===== src/rtl/conv3_pkg.sv =====
// ----------------------------------------------------------------------------
// conv3_pkg: shared types and constants for the 3x3 convolution engine
// Op codes, register indexes, default sizes and the MAC control group.
// ----------------------------------------------------------------------------
package conv3_pkg;

  // default sizes
  localparam int DEF_MAX_IN_CHANNELS  = 16;
  localparam int DEF_MAX_OUT_CHANNELS = 16;
  localparam int DEF_MAX_HEIGHT       = 32;
  localparam int DEF_MAX_WIDTH        = 32;
  localparam int DEF_FRAC_BITS        = 8;

  // kernel geometry
  localparam int KERNEL_TAPS = 9;

  // fixed field widths
  localparam int DATA_W   = 16;
  localparam int ADDR_W   = 14;
  localparam int FILT_W   = 4;
  localparam int POS_W    = 5;
  localparam int CHAN_W   = 5;
  localparam int DIM_W    = 6;
  localparam int CFG_IDX_W  = 2;
  localparam int CFG_DATA_W = 6;

  // op codes
  localparam logic [1:0] OP_LOAD_SAMPLE = 2'd0;
  localparam logic [1:0] OP_LOAD_WEIGHT = 2'd1;
  localparam logic [1:0] OP_LOAD_BIAS   = 2'd2;
  localparam logic [1:0] OP_COMPUTE     = 2'd3;

  // register indexes
  localparam logic [CFG_IDX_W-1:0] REG_IN_CHANNELS  = 2'd0;
  localparam logic [CFG_IDX_W-1:0] REG_OUT_CHANNELS = 2'd1;
  localparam logic [CFG_IDX_W-1:0] REG_HEIGHT       = 2'd2;
  localparam logic [CFG_IDX_W-1:0] REG_WIDTH        = 2'd3;

  // status codes
  localparam logic STATUS_OK    = 1'b0;
  localparam logic STATUS_RANGE = 1'b1;

  typedef struct packed {
    logic init;    // load accumulator with the shifted bias
    logic mul_en;  // RAM data is a live tap: multiply and accumulate it
  } mac_ctrl_t;

endpackage


===== src/rtl/conv3_mac.sv =====
// ----------------------------------------------------------------------------
// conv3_mac: shared multiply-accumulate unit
// Registered 16x16 product, wide accumulator, round-half-up and saturation.
// ----------------------------------------------------------------------------
module conv3_mac
  import conv3_pkg::*;
#(
  parameter int MAX_IN_CHANNELS = DEF_MAX_IN_CHANNELS,
  parameter int FRAC_BITS       = DEF_FRAC_BITS
) (
  input  logic                     clk,
  input  logic                     rst,
  input  mac_ctrl_t                ctrl,
  input  logic signed [DATA_W-1:0] bias,
  input  logic signed [DATA_W-1:0] sample,
  input  logic signed [DATA_W-1:0] weight,
  output logic signed [DATA_W-1:0] res_value,
  output logic                     res_sat
);

  localparam int ACC_W  = 2 * DATA_W + $clog2(MAX_IN_CHANNELS * KERNEL_TAPS + 1) + 1;
  localparam int HALF_SH = (FRAC_BITS > 0) ? FRAC_BITS - 1 : 0;
  localparam logic signed [ACC_W-1:0] HALF =
    (FRAC_BITS > 0) ? (ACC_W'(1) <<< HALF_SH) : '0;
  localparam logic signed [ACC_W-1:0] Q_MAX = ACC_W'(32'sd32767);
  localparam logic signed [ACC_W-1:0] Q_MIN = ACC_W'(-32'sd32768);

  logic signed [2*DATA_W-1:0] prod;
  logic                       prod_v;
  logic signed [ACC_W-1:0]    acc;
  logic signed [ACC_W-1:0]    rsum;
  logic signed [ACC_W-1:0]    rshift;
  logic                       sat_hi;
  logic                       sat_lo;

  always_ff @(posedge clk) begin
    prod <= sample * weight;
    if (ctrl.init) begin
      acc <= ACC_W'(bias) <<< FRAC_BITS;
    end else if (prod_v) begin
      acc <= acc + ACC_W'(prod);
    end
  end

  always_ff @(posedge clk) begin
    if (rst) begin
      prod_v <= 1'b0;
    end else begin
      prod_v <= ctrl.mul_en;
    end
  end

  // add half, then floor
  assign rsum   = acc + HALF;
  assign rshift = rsum >>> FRAC_BITS;
  assign sat_hi = rshift > Q_MAX;
  assign sat_lo = rshift < Q_MIN;

  always_comb begin
    if (sat_hi) begin
      res_value = 16'sh7fff;
    end else if (sat_lo) begin
      res_value = 16'sh8000;
    end else begin
      res_value = rshift[DATA_W-1:0];
    end
  end

  assign res_sat = sat_hi || sat_lo;

endmodule


===== config.mk =====
export PLATFORM = sky130hd
export DESIGN_NAME = conv3_mac
export DESIGN_NICKNAME = d
export VERILOG_FILES = /design/src/rtl/conv3_pkg.sv /design/src/rtl/conv3_mac.sv
export SDC_FILE = /design/constraint.sdc
export NUM_CORES = 1
export LEC_CHECK = 0
export BUFFER_PORTS_ARGS = -buffer_cell sky130_fd_sc_hd__buf_4
export CORE_MARGIN = 3
export CORE_UTILIZATION = 40
export DETAILED_ROUTE_END_ITERATION = 8
export PLACE_DENSITY_LB_ADDON = 0.08
export SYNTH_ARGS = -nofsm -noshare
export SYNTH_HDL_FRONTEND = slang
export SYNTH_SLANG_ARGS = --single-unit
export TNS_END_PERCENT = 10

===== constraint.sdc =====
create_clock -name clk -period 10.3 [get_ports clk]
set_clock_uncertainty 0.05 [all_clocks]
set_input_delay 0.515 -clock clk [delete_from_list [all_inputs] [get_ports clk]]
set_output_delay 0.515 -clock clk [all_outputs]
set_load 0.05 [all_outputs]

==> metrics.txt <==
sequential area share after synthesis=0.117; end point of the worst hold path=prod_v; TritonCTS buffer count=9; Layout Utilization=0.441; setup repair after global routing missed its margin=no; commonest non-fill, non-tap cells in the layout=sky130_fd_sc_hd__inv_1 (360), sky130_fd_sc_hd__fa_1 (263), sky130_fd_sc_hd__nand2_1 (190); number of enable flip-flop cells after synthesis=33; number of rows in the core area=71; TNS Setup=0 ps; count of maximum capacitance violations=0; worst max-slew margin expressed relative to the limit=0.242; maximum fanout count along the critical path=16; run status=finished, final reports clean; most common cell after layout, fill and taps aside=sky130_fd_sc_hd__inv_1; arrival time reported for the critical path endpoint=6590 ps; vias post-DR=11.6k; Post-synth ARST share=0; worst setup path startpoint=sample[15]; GRT Total Usage=0.194; post-detailed-route via-to-cell ratio=5.01; startpoint type of the worst setup path=input port; clock root buffer master=sky130_fd_sc_hd__clkbuf_16; Hold Buf Count CTS=0; count of final max-slew check failures=0; Filler cells=3853; instance area at placement=16400 um2; CTS tree=yes; first-pass GRT wire length=64500 um; post-place setup slack=3430 ps; depth of the worst register-to-register path=10; number of search-and-repair iterations in the first detailed-routing pass=5; number of cells on the worst hold path=2; destination of the worst register-to-register timing path=acc[37]; Die Height=203 um; Boundary Pins=69; synthesized instance count=1762; number of nets in the final layout=2228; antenna violations before repair=0; setup slack after layout=3880 ps; vias in the first global route=12.0k; Synth Register Bits=74; insertion delay of the later-clocked pin in the worst-skew pair=350 ps; class of the most critical setup path=input port to flop; Critical Path End Type=flop; slew at the pin closest to its max-slew limit=1130 ps; overall die width=203 um; Min Clock Period, post-route=6420 ps; WL/cell=16.7 um; total setup buffers inserted after CTS=0; final wirelength=38600 um; CTS clock-pin slew for the worst setup and hold paths=60 ps; reg-to-reg slack, setup=6920 ps; full die area=41100 um2; maximum clock frequency=156 MHz; detailed router's first-iteration violation count=678; input/output buffers=68; GPL Wtd Cong=0.851; layout-stage area growth over the synthesis result=7.99%; Worst EP required=10480 ps; initial cell density of the core=0.408; ys flop type=sky130_fd_sc_hd__dfxtp_1; Final Hold Viols=0; CTS resizes=0; antenna-violating nets left=0; source of the worst hold timing path=rst; Mapped Area=15500 um2; Tcrit/Tclk final=0.623; clock sink count=74; share of final-layout standard cells stronger than drive strength 1=0.0685; Syn Nets=2200; average cell area after synthesis=8.79 um2; count of inserted antenna diode cells=0; area of the core=37900 um2; startpoint of the worst-slack reg-to-reg timing path=acc[18]; largest net degree at the start of global routing=34; post-synth cell types=78; number of design rule violations left after detail routing=0; buffer depth of the longest clock path=2; HPWL reported at the end of detailed placement=32100 um; final number of setup-violating endpoints=0; total of warnings raised by yosys=0; total global routing overflow=0; worst hold path type=input port to flop; final cell area excluding filler cells=16700 um2; total number of H-tree levels=3
==> critical path, cell delays in order <==
cell	delay (ps)
sky130_fd_sc_hd__buf_4	180
sky130_fd_sc_hd__nand2_1	140
sky130_fd_sc_hd__fa_1	570
sky130_fd_sc_hd__inv_1	70
sky130_fd_sc_hd__fa_1	920
sky130_fd_sc_hd__inv_1	250
sky130_fd_sc_hd__fa_1	580
sky130_fd_sc_hd__fa_1	450
sky130_fd_sc_hd__fa_1	530
sky130_fd_sc_hd__fa_1	550
sky130_fd_sc_hd__inv_1	40
sky130_fd_sc_hd__ha_1	360
sky130_fd_sc_hd__a21o_1	200
sky130_fd_sc_hd__a21oi_1	160
sky130_fd_sc_hd__o21ai_0	110
sky130_fd_sc_hd__a21o_1	180
sky130_fd_sc_hd__nand4_1	110
sky130_fd_sc_hd__a41oi_1	150
sky130_fd_sc_hd__o2111a_1	260
sky130_fd_sc_hd__a211o_1	230
==> cells by family after synthesis <==
group / synth area share
adders and majority gates: 0.439
and+or+nand+nor: 0.172
buffers and inverters: 0.102
AOI/OAI and AO/OA: 0.115
DFF: 0.117
xor gates and xnor gates: 0.0486
muxes: 0.00590
==> cell type report <==
type,count,area (um2),share of cell area
multi-input cells,1275,12100,0.724
flip-flops and latches,74,1810,0.108
inverters,360,1350,0.0808
clock buffers,10,250,0.0150
clock inverters,6,46.3,0.00277
well taps,511,639,0.0382
repair buffers,70,526,0.0314
==> synthesized netlist by cell type (4+ instances only) <==
library cell / n / area (um2)
sky130_fd_sc_hd__a211oi_1: 18 / 135
sky130_fd_sc_hd__nand3b_1: 5 / 37.5
sky130_fd_sc_hd__mux2i_1: 8 / 80.1
sky130_fd_sc_hd__xor2_1: 34 / 298
sky130_fd_sc_hd__o21ai_0: 66 / 330
sky130_fd_sc_hd__o31ai_1: 8 / 60.1
sky130_fd_sc_hd__a211o_1: 4 / 35.0
sky130_fd_sc_hd__nand3_1: 27 / 135
sky130_fd_sc_hd__edfxtp_1: 33 / 991
sky130_fd_sc_hd__a31oi_1: 16 / 100
sky130_fd_sc_hd__o21a_1: 6 / 45.0
sky130_fd_sc_hd__nor4_1: 6 / 37.5
sky130_fd_sc_hd__inv_1: 360 / 1350
sky130_fd_sc_hd__fa_1: 263 / 5270
sky130_fd_sc_hd__xnor2_1: 52 / 455
sky130_fd_sc_hd__a21o_1: 26 / 195
sky130_fd_sc_hd__nor2b_1: 9 / 56.3
sky130_fd_sc_hd__or2_2: 4 / 25.0
sky130_fd_sc_hd__and2_1: 123 / 769
sky130_fd_sc_hd__nor3_1: 17 / 85.1
sky130_fd_sc_hd__clkbuf_1: 49 / 184
sky130_fd_sc_hd__o21ai_1: 6 / 30.0
sky130_fd_sc_hd__dfxtp_1: 41 / 821
sky130_fd_sc_hd__a21oi_1: 67 / 335
sky130_fd_sc_hd__ha_1: 123 / 1540
sky130_fd_sc_hd__and3_1: 11 / 68.8
sky130_fd_sc_hd__o21bai_1: 6 / 45.0
sky130_fd_sc_hd__o21ai_2: 9 / 78.8
sky130_fd_sc_hd__or3_1: 6 / 37.5
sky130_fd_sc_hd__nand2_1: 190 / 713
sky130_fd_sc_hd__nand2b_1: 13 / 81.3
sky130_fd_sc_hd__o22ai_1: 4 / 25.0
sky130_fd_sc_hd__o211ai_1: 5 / 37.5
sky130_fd_sc_hd__nor2_1: 69 / 259
sky130_fd_sc_hd__nand4_1: 12 / 75.1
==> stage by stage <==
step,hold slack (ps),std cells
6_report,276,2306
5_1_grt,279,2306
3_5_place_dp,441,2290
3_3_place_gp,428,2290
4_1_cts,259,2306
2_1_floorplan,415,1762
==> sequential cells by signal (all words and copies together) (netlist names) <==
| name | flops |
|---|---|
| acc | 41 |
| prod | 32 |
| prod_v | 1 |
==> layer usage <==
layer  track usage  vias up  wire length [um]
met5             0        -                 0
li1              -     5665                 -
met4        0.0327        0               355
met2         0.303      215             16900
met3        0.0143       19              1310
met1         0.300     5661             20000
==> worst max-delay path by stage <==
stage | end | slack [ps] | cells past startpoint
detailed placement | prod[31] | 3430 | 20
finish | prod[31] | 3880 | 20
global placement | prod[31] | 3610 | 20
floorplan | prod[30] | 4000 | 24
global route | prod[31] | 3490 | 20
CTS | prod[31] | 3800 | 20
Power is not shown: default switching activity piles up to over one toggle a cycle in this logic, so the estimate is an artifact.
