--- src/rtl/conv3_ram.sv ---
// ----------------------------------------------------------------------------
// conv3_ram: generic simple dual-port RAM
// One write port, one read port, registered read data.
// ----------------------------------------------------------------------------
module conv3_ram #(
  parameter int WIDTH = 16,
  parameter int DEPTH = 16,
  localparam int AW = (DEPTH > 1) ? $clog2(DEPTH) : 1
) (
  input  logic             clk,
  input  logic             we,
  input  logic [AW-1:0]    waddr,
  input  logic [WIDTH-1:0] wdata,
  input  logic [AW-1:0]    raddr,
  output logic [WIDTH-1:0] rdata
);

  logic [WIDTH-1:0] mem [DEPTH];

  always_ff @(posedge clk) begin
    if (we) begin
      mem[waddr] <= wdata;
    end
    rdata <= mem[raddr];
  end

endmodule

--- config.mk ---
export PLATFORM = sky130hd
export DESIGN_NAME = conv3_ram
export DESIGN_NICKNAME = d
export VERILOG_FILES = /design/src/rtl/conv3_ram.sv
export SDC_FILE = /design/constraint.sdc
export NUM_CORES = 1
export LEC_CHECK = 0
export BUFFER_PORTS_ARGS = -buffer_cell sky130_fd_sc_hd__buf_2
export CORE_ASPECT_RATIO = 0.9
export CORE_MARGIN = 2
export CORE_UTILIZATION = 55
export DETAILED_ROUTE_END_ITERATION = 12
export HOLD_SLACK_MARGIN = 0.03
export PLACE_DENSITY = 0.75
export SYNTH_ARGS = -nofsm -noshare
export SYNTH_HDL_FRONTEND = slang
export SYNTH_SLANG_ARGS = --single-unit
--- constraint.sdc ---
create_clock -name clk -period 2.7 [get_ports clk]
set_input_delay 0.81 -clock clk [delete_from_list [all_inputs] [get_ports clk]]
set_output_delay 0.81 -clock clk [all_outputs]
set_load 0.02 [all_outputs]
==> results.cfg, run 1 <==
[logic_synthesis]
synth_cells = 432
ys_ff_latch = 272
ys_types = 19
synthMuxAreaShare_pct = 14.7
synth-edff-count = 256
synth_xor_area_share_pct = 0
synth-simple-area-share_pct = 1.92
synth-main-ff-cell = edfxtp_1
yosys_warnings = 0
async_reset_ff_share_pct = 0
synth_top_family_by_area = multiplexers
synth_compound_gate_area_share_pct = 2.39
yosys.area_share.adder_pct = 0
avgSynthCellArea_um2 = 23.2
synthesis.nets = 458
synth_area_mm2 = 0.0100
ys_seq_area_share_pct = 79.7

[floorplan]
die_x_um = 146
fp.dieH_um = 132
initial_core_util_pct = 56.5
num_io_pins = 42
placementRows = 46
die-area_mm2 = 0.0194
core_area_mm2 = 0.0178

[detailed_routing]
ant_nets = 0
wl_per_cell_um = 25.6
drc = 0
dr.pass1.iters = 5
dr.first_iter.drc_count = 483
vias = 4681
wl_mm = 19.7
viasPerCell = 6.06

[clock_network]
clockBufferDepth = 3
post_cts_buffers = 0
cts_tree = built
clk_latency_ns = 0.52
numCtsBuffers = 26
cts_hold_buffers = 0
cts_resized = 0
clk_pin_slew_ns = 0.06
clockRootBuffer = clkbuf_16
htreeDepth = 1
clkSinkCount = 272

[worst_hold_path]
min-delay-start = wdata[7]
min_path_type = in -> reg

[worst_setup_path]
cp.arrival_ns = 1.03
path_buf_inv = 1
worstSetupPathType = reg -> out
end_kind = output port
critical_path.slowest_cell = dfxtp_1
required_ns = 1.89
path_cells = buf_2
worstReg2RegStart = mem[2][1]
cp_top_family = flip-flops
cp_max_fo = 1
max_stage_delay_ns = 0.34
critPathLaunchType = flop
startpoint = rdata[13]

[cells_and_area]
nFillCells = 1143
multi_input_area_mm2 = 0.00196
layout-drive-gt1-share_pct = 33.6
syn_to_final_growth_pct = 15.7
layout_common_cells = edfxtp_1 (256), mux4_2 (54), buf_2 (40)
n_antenna_cell = 0
seq_area_mm2 = 0.00801
finish.utilization_pct = 65.3
final_nets = 538
final_common_cell = edfxtp_1
fin_cells = 772

[global_route]
grt_overflow = 0
grt_max_degree = 31
track_usage_pct = 20.9
antenna_found_initial = 0
grt_pass1_wl_mm = 29.8
grt_pass1_vias = 4889

[sta]
max_slew_margin_pct = 32.2
whs_ns = 0.661
tightest_slew_ns = 1.02
post-route-min-period_ns = 1.84
finalHoldViolations = 0
slew_viol_final = 0
fin_tns_setup_ns = 0
skew_ns = 0.0106
finalSetupViolCount = 0
fin_crit_sh_pct = 68.1
rsz0062_at_grt = no
fmax_mhz = 544

[place]
portBuffers = 41
gp_congestion = 0.733
dp_hpwl_mm = 10.9
dp_cells = 724

[run]
cap_viol_max_count = 0

[run_status]
status = complete, no violations

[power_and_ir_drop]
power_density_mw_per_mm2 = 757
ir_worst_vdd_mv = 0.467
p_leak_nw = 3.84
## path summary, 6_finish.rpt
kind               endpoint  slack (ns)  cells after the start
setup reg to reg   rdata[1]        1.37                      3
hold reg to reg    rdata[7]        0.67                      3
setup / recovery  rdata[13]        0.86                      1
hold / removal    mem[4][7]        0.66                      1
## layer usage
metal | global-route usage, % | share of wire, % | vias up
met2 | 35.4 | 51 | 178
met3 | 4.05 | 5.9 | 35
met5 | 0 | 0 | -
met4 | 5.18 | 2.4 | 0
li1 | - | - | 1999
met1 | 28.5 | 40 | 2469
## through the flow
| step | worst slack, ns | power [mW] | cell area (um2) |
|---|---|---|---|
| floorplan | 0.135 | 5.09 | 10000 |
| global placement | 0.379 | 5.27 | 10800 |
| detailed placement | 0.383 | 5.29 | 10800 |
| CTS | 0.816 | 8.86 | 11600 |
| global route | 0.827 | 9.05 | 11600 |
| finish | 0.861 | 8.79 | 11600 |
## where the power goes
group          leakage [nW]  switching, mW  internal, mW
Clock                 0.416           1.45          2.14
Sequential             2.45         0.0266          4.72
Combinational         0.973          0.266         0.185
Total                  3.84           1.74          7.05
## cell families (layout without fill, tap and decap cells)
group	count (synthesis)	after routing
flip-flops	272	272
multiplexers	64	64
AND/OR/NAND/NOR	43	43
AO/OA/AOI/OAI	32	32
buffers and inverters	21	121
## flip-flops by register name (all words and copies together) (netlist names)
name   flops
mem      256
rdata     16
## synthesized netlist by cell type (all sizes together) (2+ instances only)
master  instances  area, um2
nor2b           2       12.5
dfxtp          16        320
nand2          17       63.8
mux4           64       1480
a22oi          32        240
nor3            4       20.0
edfxtp        256       7690
nand3b          2       15.0
nand2b          2       12.5
nor2           13       48.8
clkbuf          8       30.0
buf            13       93.8
## area by class of cell
type / instances / area share [%]
Clock buffer: 35 / 6.16
Clock inverter: 13 / 1.17
Multi-Input combinational cell: 139 / 16.9
Sequential cell: 272 / 68.9
Tap cell: 240 / 2.58
Timing Repair Buffer: 73 / 4.29
(Power assumes the default switching activity.)
==> run 2, diff against run 1 <==
clock period = 1.6 ns   (was 2.7 ns; I/O delays follow)
==> run 2 against run 1 <==
  * Routed wire length increased by 5.7%
  * Clock power is 68% higher
  * Core utilization grew 2.4 points
  * Worst setup slack got worse by 0.83 ns
  * Sequential power is 69% higher
  * Largest cell class unchanged
==> results.cfg, run 2 (synthesis results as in run 1) <==
[power_and_ir_drop]
p_int_mw = 12.0
ir_worst_vdd_mv = 0.894
p_leak_nw = 3.96
p_clk_share_pct = 40.5
p_sw_mw = 2.97
p_seq_share_pct = 53.7
comb_power_share_pct = 5.8
power_density_mw_per_mm2 = 1240
swShare_pct = 19.9
total_power_mw = 14.9

[place]
dp_hpwl_mm = 11.6
portBuffers = 41
gp_congestion = 0.749
place_area_mm2 = 0.0112
pre_cts_ws_ns = -0.304

[worst_setup_path]
cp_max_fo = 1
required_ns = 1.12
end_kind = output port
critical_path.slowest_cell = dfxtp_1
worstReg2RegStart = mem[3][3]
rr_worst_depth = 3
cp_top_family = flip-flops
max_stage_delay_ns = 0.38
cp.arrival_ns = 1.08
worstSetupPathType = reg -> out
critPathLaunchType = flop
path_cells = buf_2
r2r_end = rdata[3]
rrSetupSlack_ns = 0.26
path_buf_inv = 1

[cells_and_area]
syn_to_final_growth_pct = 20.0
layout-drive-gt1-share_pct = 37.2
fin_area_mm2 = 0.0120
top_regs = mem (256), rdata (16)
nFillCells = 1067
finish.utilization_pct = 67.7
largest_register_ffs = 256
seq_area_mm2 = 0.00801
regMostFlops = mem
final_nets = 552
layout_common_cells = edfxtp_1 (256), mux4_2 (62), buf_2 (40)
final_common_cell = edfxtp_1
multi_input_area_mm2 = 0.00197

[clock_network]
cts_tree = built
clockBufferDepth = 3
clockRootBuffer = clkbuf_16
cts_resized = 0
clkSinkCount = 272
cts_hold_buffers = 0
clk_pin_slew_ns = 0.06
htreeDepth = 1
numCtsBuffers = 26
clk_latency_ns = 0.52
post_cts_buffers = 0

[sta]
fin_ws_ns = 0.0354
slew_viol_final = 0
fmax_mhz = 639
post-route-min-period_ns = 1.56
finalHoldViolations = 0
fin_tns_setup_ns = 0
finalSetupViolCount = 0
max_slew_margin_pct = 79.1
tightest_slew_ns = 0.314
skew_ns = 0.00708
rsz0062_at_grt = no
fin_crit_sh_pct = 97.8

[detailed_routing]
met1_length_mm = 8.48
vias = 4855
dr.pass1.iters = 5
route.met2.wl_mm = 10.1
wl_mm = 20.9
viasPerCell = 6.17
dr.first_iter.drc_count = 548
wl_per_cell_um = 26.5
wl_met3_mm = 1.74
ant_nets = 0
drc = 0
top_layer = met4

[global_route]
grt_overflow = 0
grt_pass1_vias = 5031
track_usage_pct = 22.1
antenna_found_initial = 0
grt_pass1_wl_mm = 30.9
grt_max_degree = 29

[floorplan]
core_area_mm2 = 0.0178
die_x_um = 146
die-area_mm2 = 0.0194
num_io_pins = 42
initial_core_util_pct = 56.5
placementRows = 46
fp.dieH_um = 132

[worst_hold_path]
min-delay-start = wdata[5]
min_path_type = in -> reg
holdPathStages = 1
whs_endpoint = mem[0][5]

[run]
cap_viol_max_count = 0

[run_status]
status = complete, no violations
[run 2: power by group through the flow]
stage          combinational (mW)  sequential, mW  clock [mW]
5_1_grt                     0.932            8.02        6.38
4_1_cts                     0.878            8.01        6.12
3_3_place_gp                0.841            8.15           0
3_5_place_dp                0.873            8.16           0
2_1_floorplan               0.416            8.21           0
6_report                    0.870            8.01        6.04
[run 2: through the flow]
stage / cells / hold WS [ns]
final: 787 / 0.334
after global routing: 786 / 0.341
after CTS: 786 / 0.324
after detailed placement: 738 / 0.658
after global placement: 738 / 0.652
after floorplan: 432 / 0.579
[run 2: cell type report]
type,count,share of cell area (%)
timing repair buffer,87,7.60
multi-input combinational,139,16.3
clock inverter,14,1.17
clock buffer,34,5.91
sequential,272,66.5
tap,240,2.49
antenna,1,0.0208
[run 2: how the worst max path moves through the flow]
stage              from    endpoint  cells after the start  slack [ns]
6_report       rdata[8]    rdata[8]                      1        0.04
3_5_place_dp   raddr[0]   rdata[12]                      6       -0.30
3_3_place_gp   raddr[0]    rdata[7]                      6       -0.23
5_1_grt        rdata[8]    rdata[8]                      1        0.02
4_1_cts        rdata[8]    rdata[8]                      1        0.03
2_1_floorplan  waddr[2]  mem[10][0]                      2       -0.21
[run 2: routing by layer]
layer | up-vias | global-route usage [%]
met4 | 0 | 6.15
met2 | 232 | 35.0
met3 | 43 | 4.08
li1 | 2025 | -
met1 | 2555 | 32.4
met5 | - | 0
==> run 3, diff against run 2 <==
BUFFER_PORTS_ARGS = not set   (was -buffer_cell sky130_fd_sc_hd__buf_2)
DONT_BUFFER_PORTS = 1   (was not set)
PLACE_DENSITY = 0.73   (was 0.75)
clock period = 1.3 ns   (was 1.6 ns; I/O delays follow)
==> run 3 against run 2 <==
  * The run now ends with negative setup slack left
  * Routed wire length shrank 10%
  * Die area unchanged
  * Critical path depth increased by 2
  * Final cell count fell by 5.0%
  * Non-clock buffer count is 38 lower
  * Total power is 20% higher
  * Via count decreased by 8.0%
  * Sequential cell count unchanged
  * Sequential share of layout area is 0.39 points higher
  * Count of clock-buffer cells in the layout grew 2
  * Critical endpoint is now rdata[9]
==> results.cfg, run 3 (synthesis results as in run 1) <==
[detailed_routing]
vias = 4467
wl_mm = 18.8
dr.first_iter.drc_count = 423
ant_nets = 0
dr.pass1.iters = 4
drc = 0
viasPerCell = 5.97
wl_per_cell_um = 25.1

[sta]
finalSetupViolCount = 1
tightest_slew_ns = 0.686
max_slew_margin_pct = 54.2
fin_ws_ns = -0.00660
fin_crit_sh_pct = 101
finalHoldViolations = 0
fmax_mhz = 765
slew_viol_final = 0
rsz0062_at_grt = yes
skew_ns = 0.00766
post-route-min-period_ns = 1.31

[power_and_ir_drop]
p_seq_share_pct = 55.4
p_leak_nw = 3.80
swShare_pct = 19.6
ir_worst_vdd_mv = 1.05
comb_power_share_pct = 4.4
power_density_mw_per_mm2 = 1490
total_power_mw = 18.0
p_sw_mw = 3.53
p_clk_share_pct = 40.2
p_int_mw = 14.4

[run_status]
status = finished, violations left
violations = negative setup slack

[floorplan]
fp.dieH_um = 132
placementRows = 46
die-area_mm2 = 0.0194
die_x_um = 146
initial_core_util_pct = 56.5
core_area_mm2 = 0.0178
num_io_pins = 42

[place]
pre_cts_ws_ns = -0.298
gp_congestion = 0.740
dp_hpwl_mm = 10.8
place_area_mm2 = 0.0109
portBuffers = 0

[run]
cap_viol_max_count = 0

[clock_network]
clkSinkCount = 272
numCtsBuffers = 26
cts_tree = built
htreeDepth = 1
post_cts_buffers = 0
clk_pin_slew_ns = 0.06
clockBufferDepth = 3
clk_latency_ns = 0.52
clockRootBuffer = clkbuf_16

[worst_setup_path]
worstSetupPathType = reg -> reg
critPathLaunchType = flop
end_kind = flop
cp_max_fo = 1
required_ns = 1.71
cp.arrival_ns = 1.71

[cells_and_area]
layout-drive-gt1-share_pct = 37.4
regMostFlops = mem
syn_to_final_growth_pct = 20.1
final_common_cell = edfxtp_1
final_nets = 514
n_antenna_cell = 0
fin_area_mm2 = 0.0121
finish.utilization_pct = 67.8
largest_register_ffs = 256
layout_common_cells = edfxtp_1 (256), mux4_2 (64), clkbuf_16 (27)
top_regs = mem (256), rdata (16)

[global_route]
grt_overflow = 0
antenna_found_initial = 0
grt_pass1_vias = 4713
grt_pass1_wl_mm = 29.1
track_usage_pct = 20.3
grt_max_degree = 65

[worst_hold_path]
min_path_type = in -> reg
-- run 3: cell count changes in the layout (fill, tap and decap cells not counted), sizes merged, moves of 2 or more --
cell | before | now
buf | 87 | 33
bufinv | 3 | 1
clkbuf | 34 | 36
dlygate4sd3 | 0 | 16
-- run 3: routing by layer --
metal	part of all wire [%]	vias up	track usage (%)
met2	52	127	34.6
met4	1.8	0	4.69
met3	5.5	30	3.43
met5	0	-	0
li1	-	1951	-
met1	41	2359	28.0
-- run 3: final timing paths --
path | start | endpoint | slack (ns) | cells past startpoint
max | mem[3][9] | rdata[9] | -0.007 | 3
min | raddr[1] | rdata[0] | 0.19 | 3
max reg2reg | mem[3][9] | rdata[9] | -0.007 | 3
min reg2reg | mem[14][9] | rdata[9] | 0.68 | 3
-- run 3: power groups by stage --
stage	Combinational (mW)	Clock (mW)	Sequential (mW)
floorplan	0.540	0	10.1
global placement	0.611	0	10.1
detailed placement	0.619	0	10.1
CTS	0.779	7.34	9.96
global route	0.846	7.68	9.97
finish	0.790	7.24	9.95
-- run 3: layout make-up --
class	count	area (um2)
clock buffers	36	749
clock inverters	12	83.8
fillers	1059	5730
multi-input cells	139	2130
flip-flops and latches	272	8060
well taps	240	300
repair buffers	49	733
-- run 3: repair_timing --
| item | in CTS | in global routing |
|---|---|---|
| hold buffers | 16 | 0 |
| gates resized for setup | 38 | 12 |
| pin swaps | 0 | 0 |
| endpoints found under the hold margin | 256 | 0 |
| endpoints found under the setup margin | 24 | 23 |
-- run 3: worst max-delay path, cell delays in order, from the launching register on --
cell and delay, ns:
edfxtp_1 0.39, mux4_2 0.52, a22oi_2 0.22, nand2_1 0.07
-- run 3: per-stage QoR --
stage                     hold slack, ns  TNS (ns)  instances
after CTS                          0.159   -0.0244        748
after global placement             0.489    -19.02        684
after global routing               0.171    -0.159        748
after floorplan                    0.489    -47.15        432
after detailed placement           0.490    -20.13        684
final                              0.190  -0.00660        748
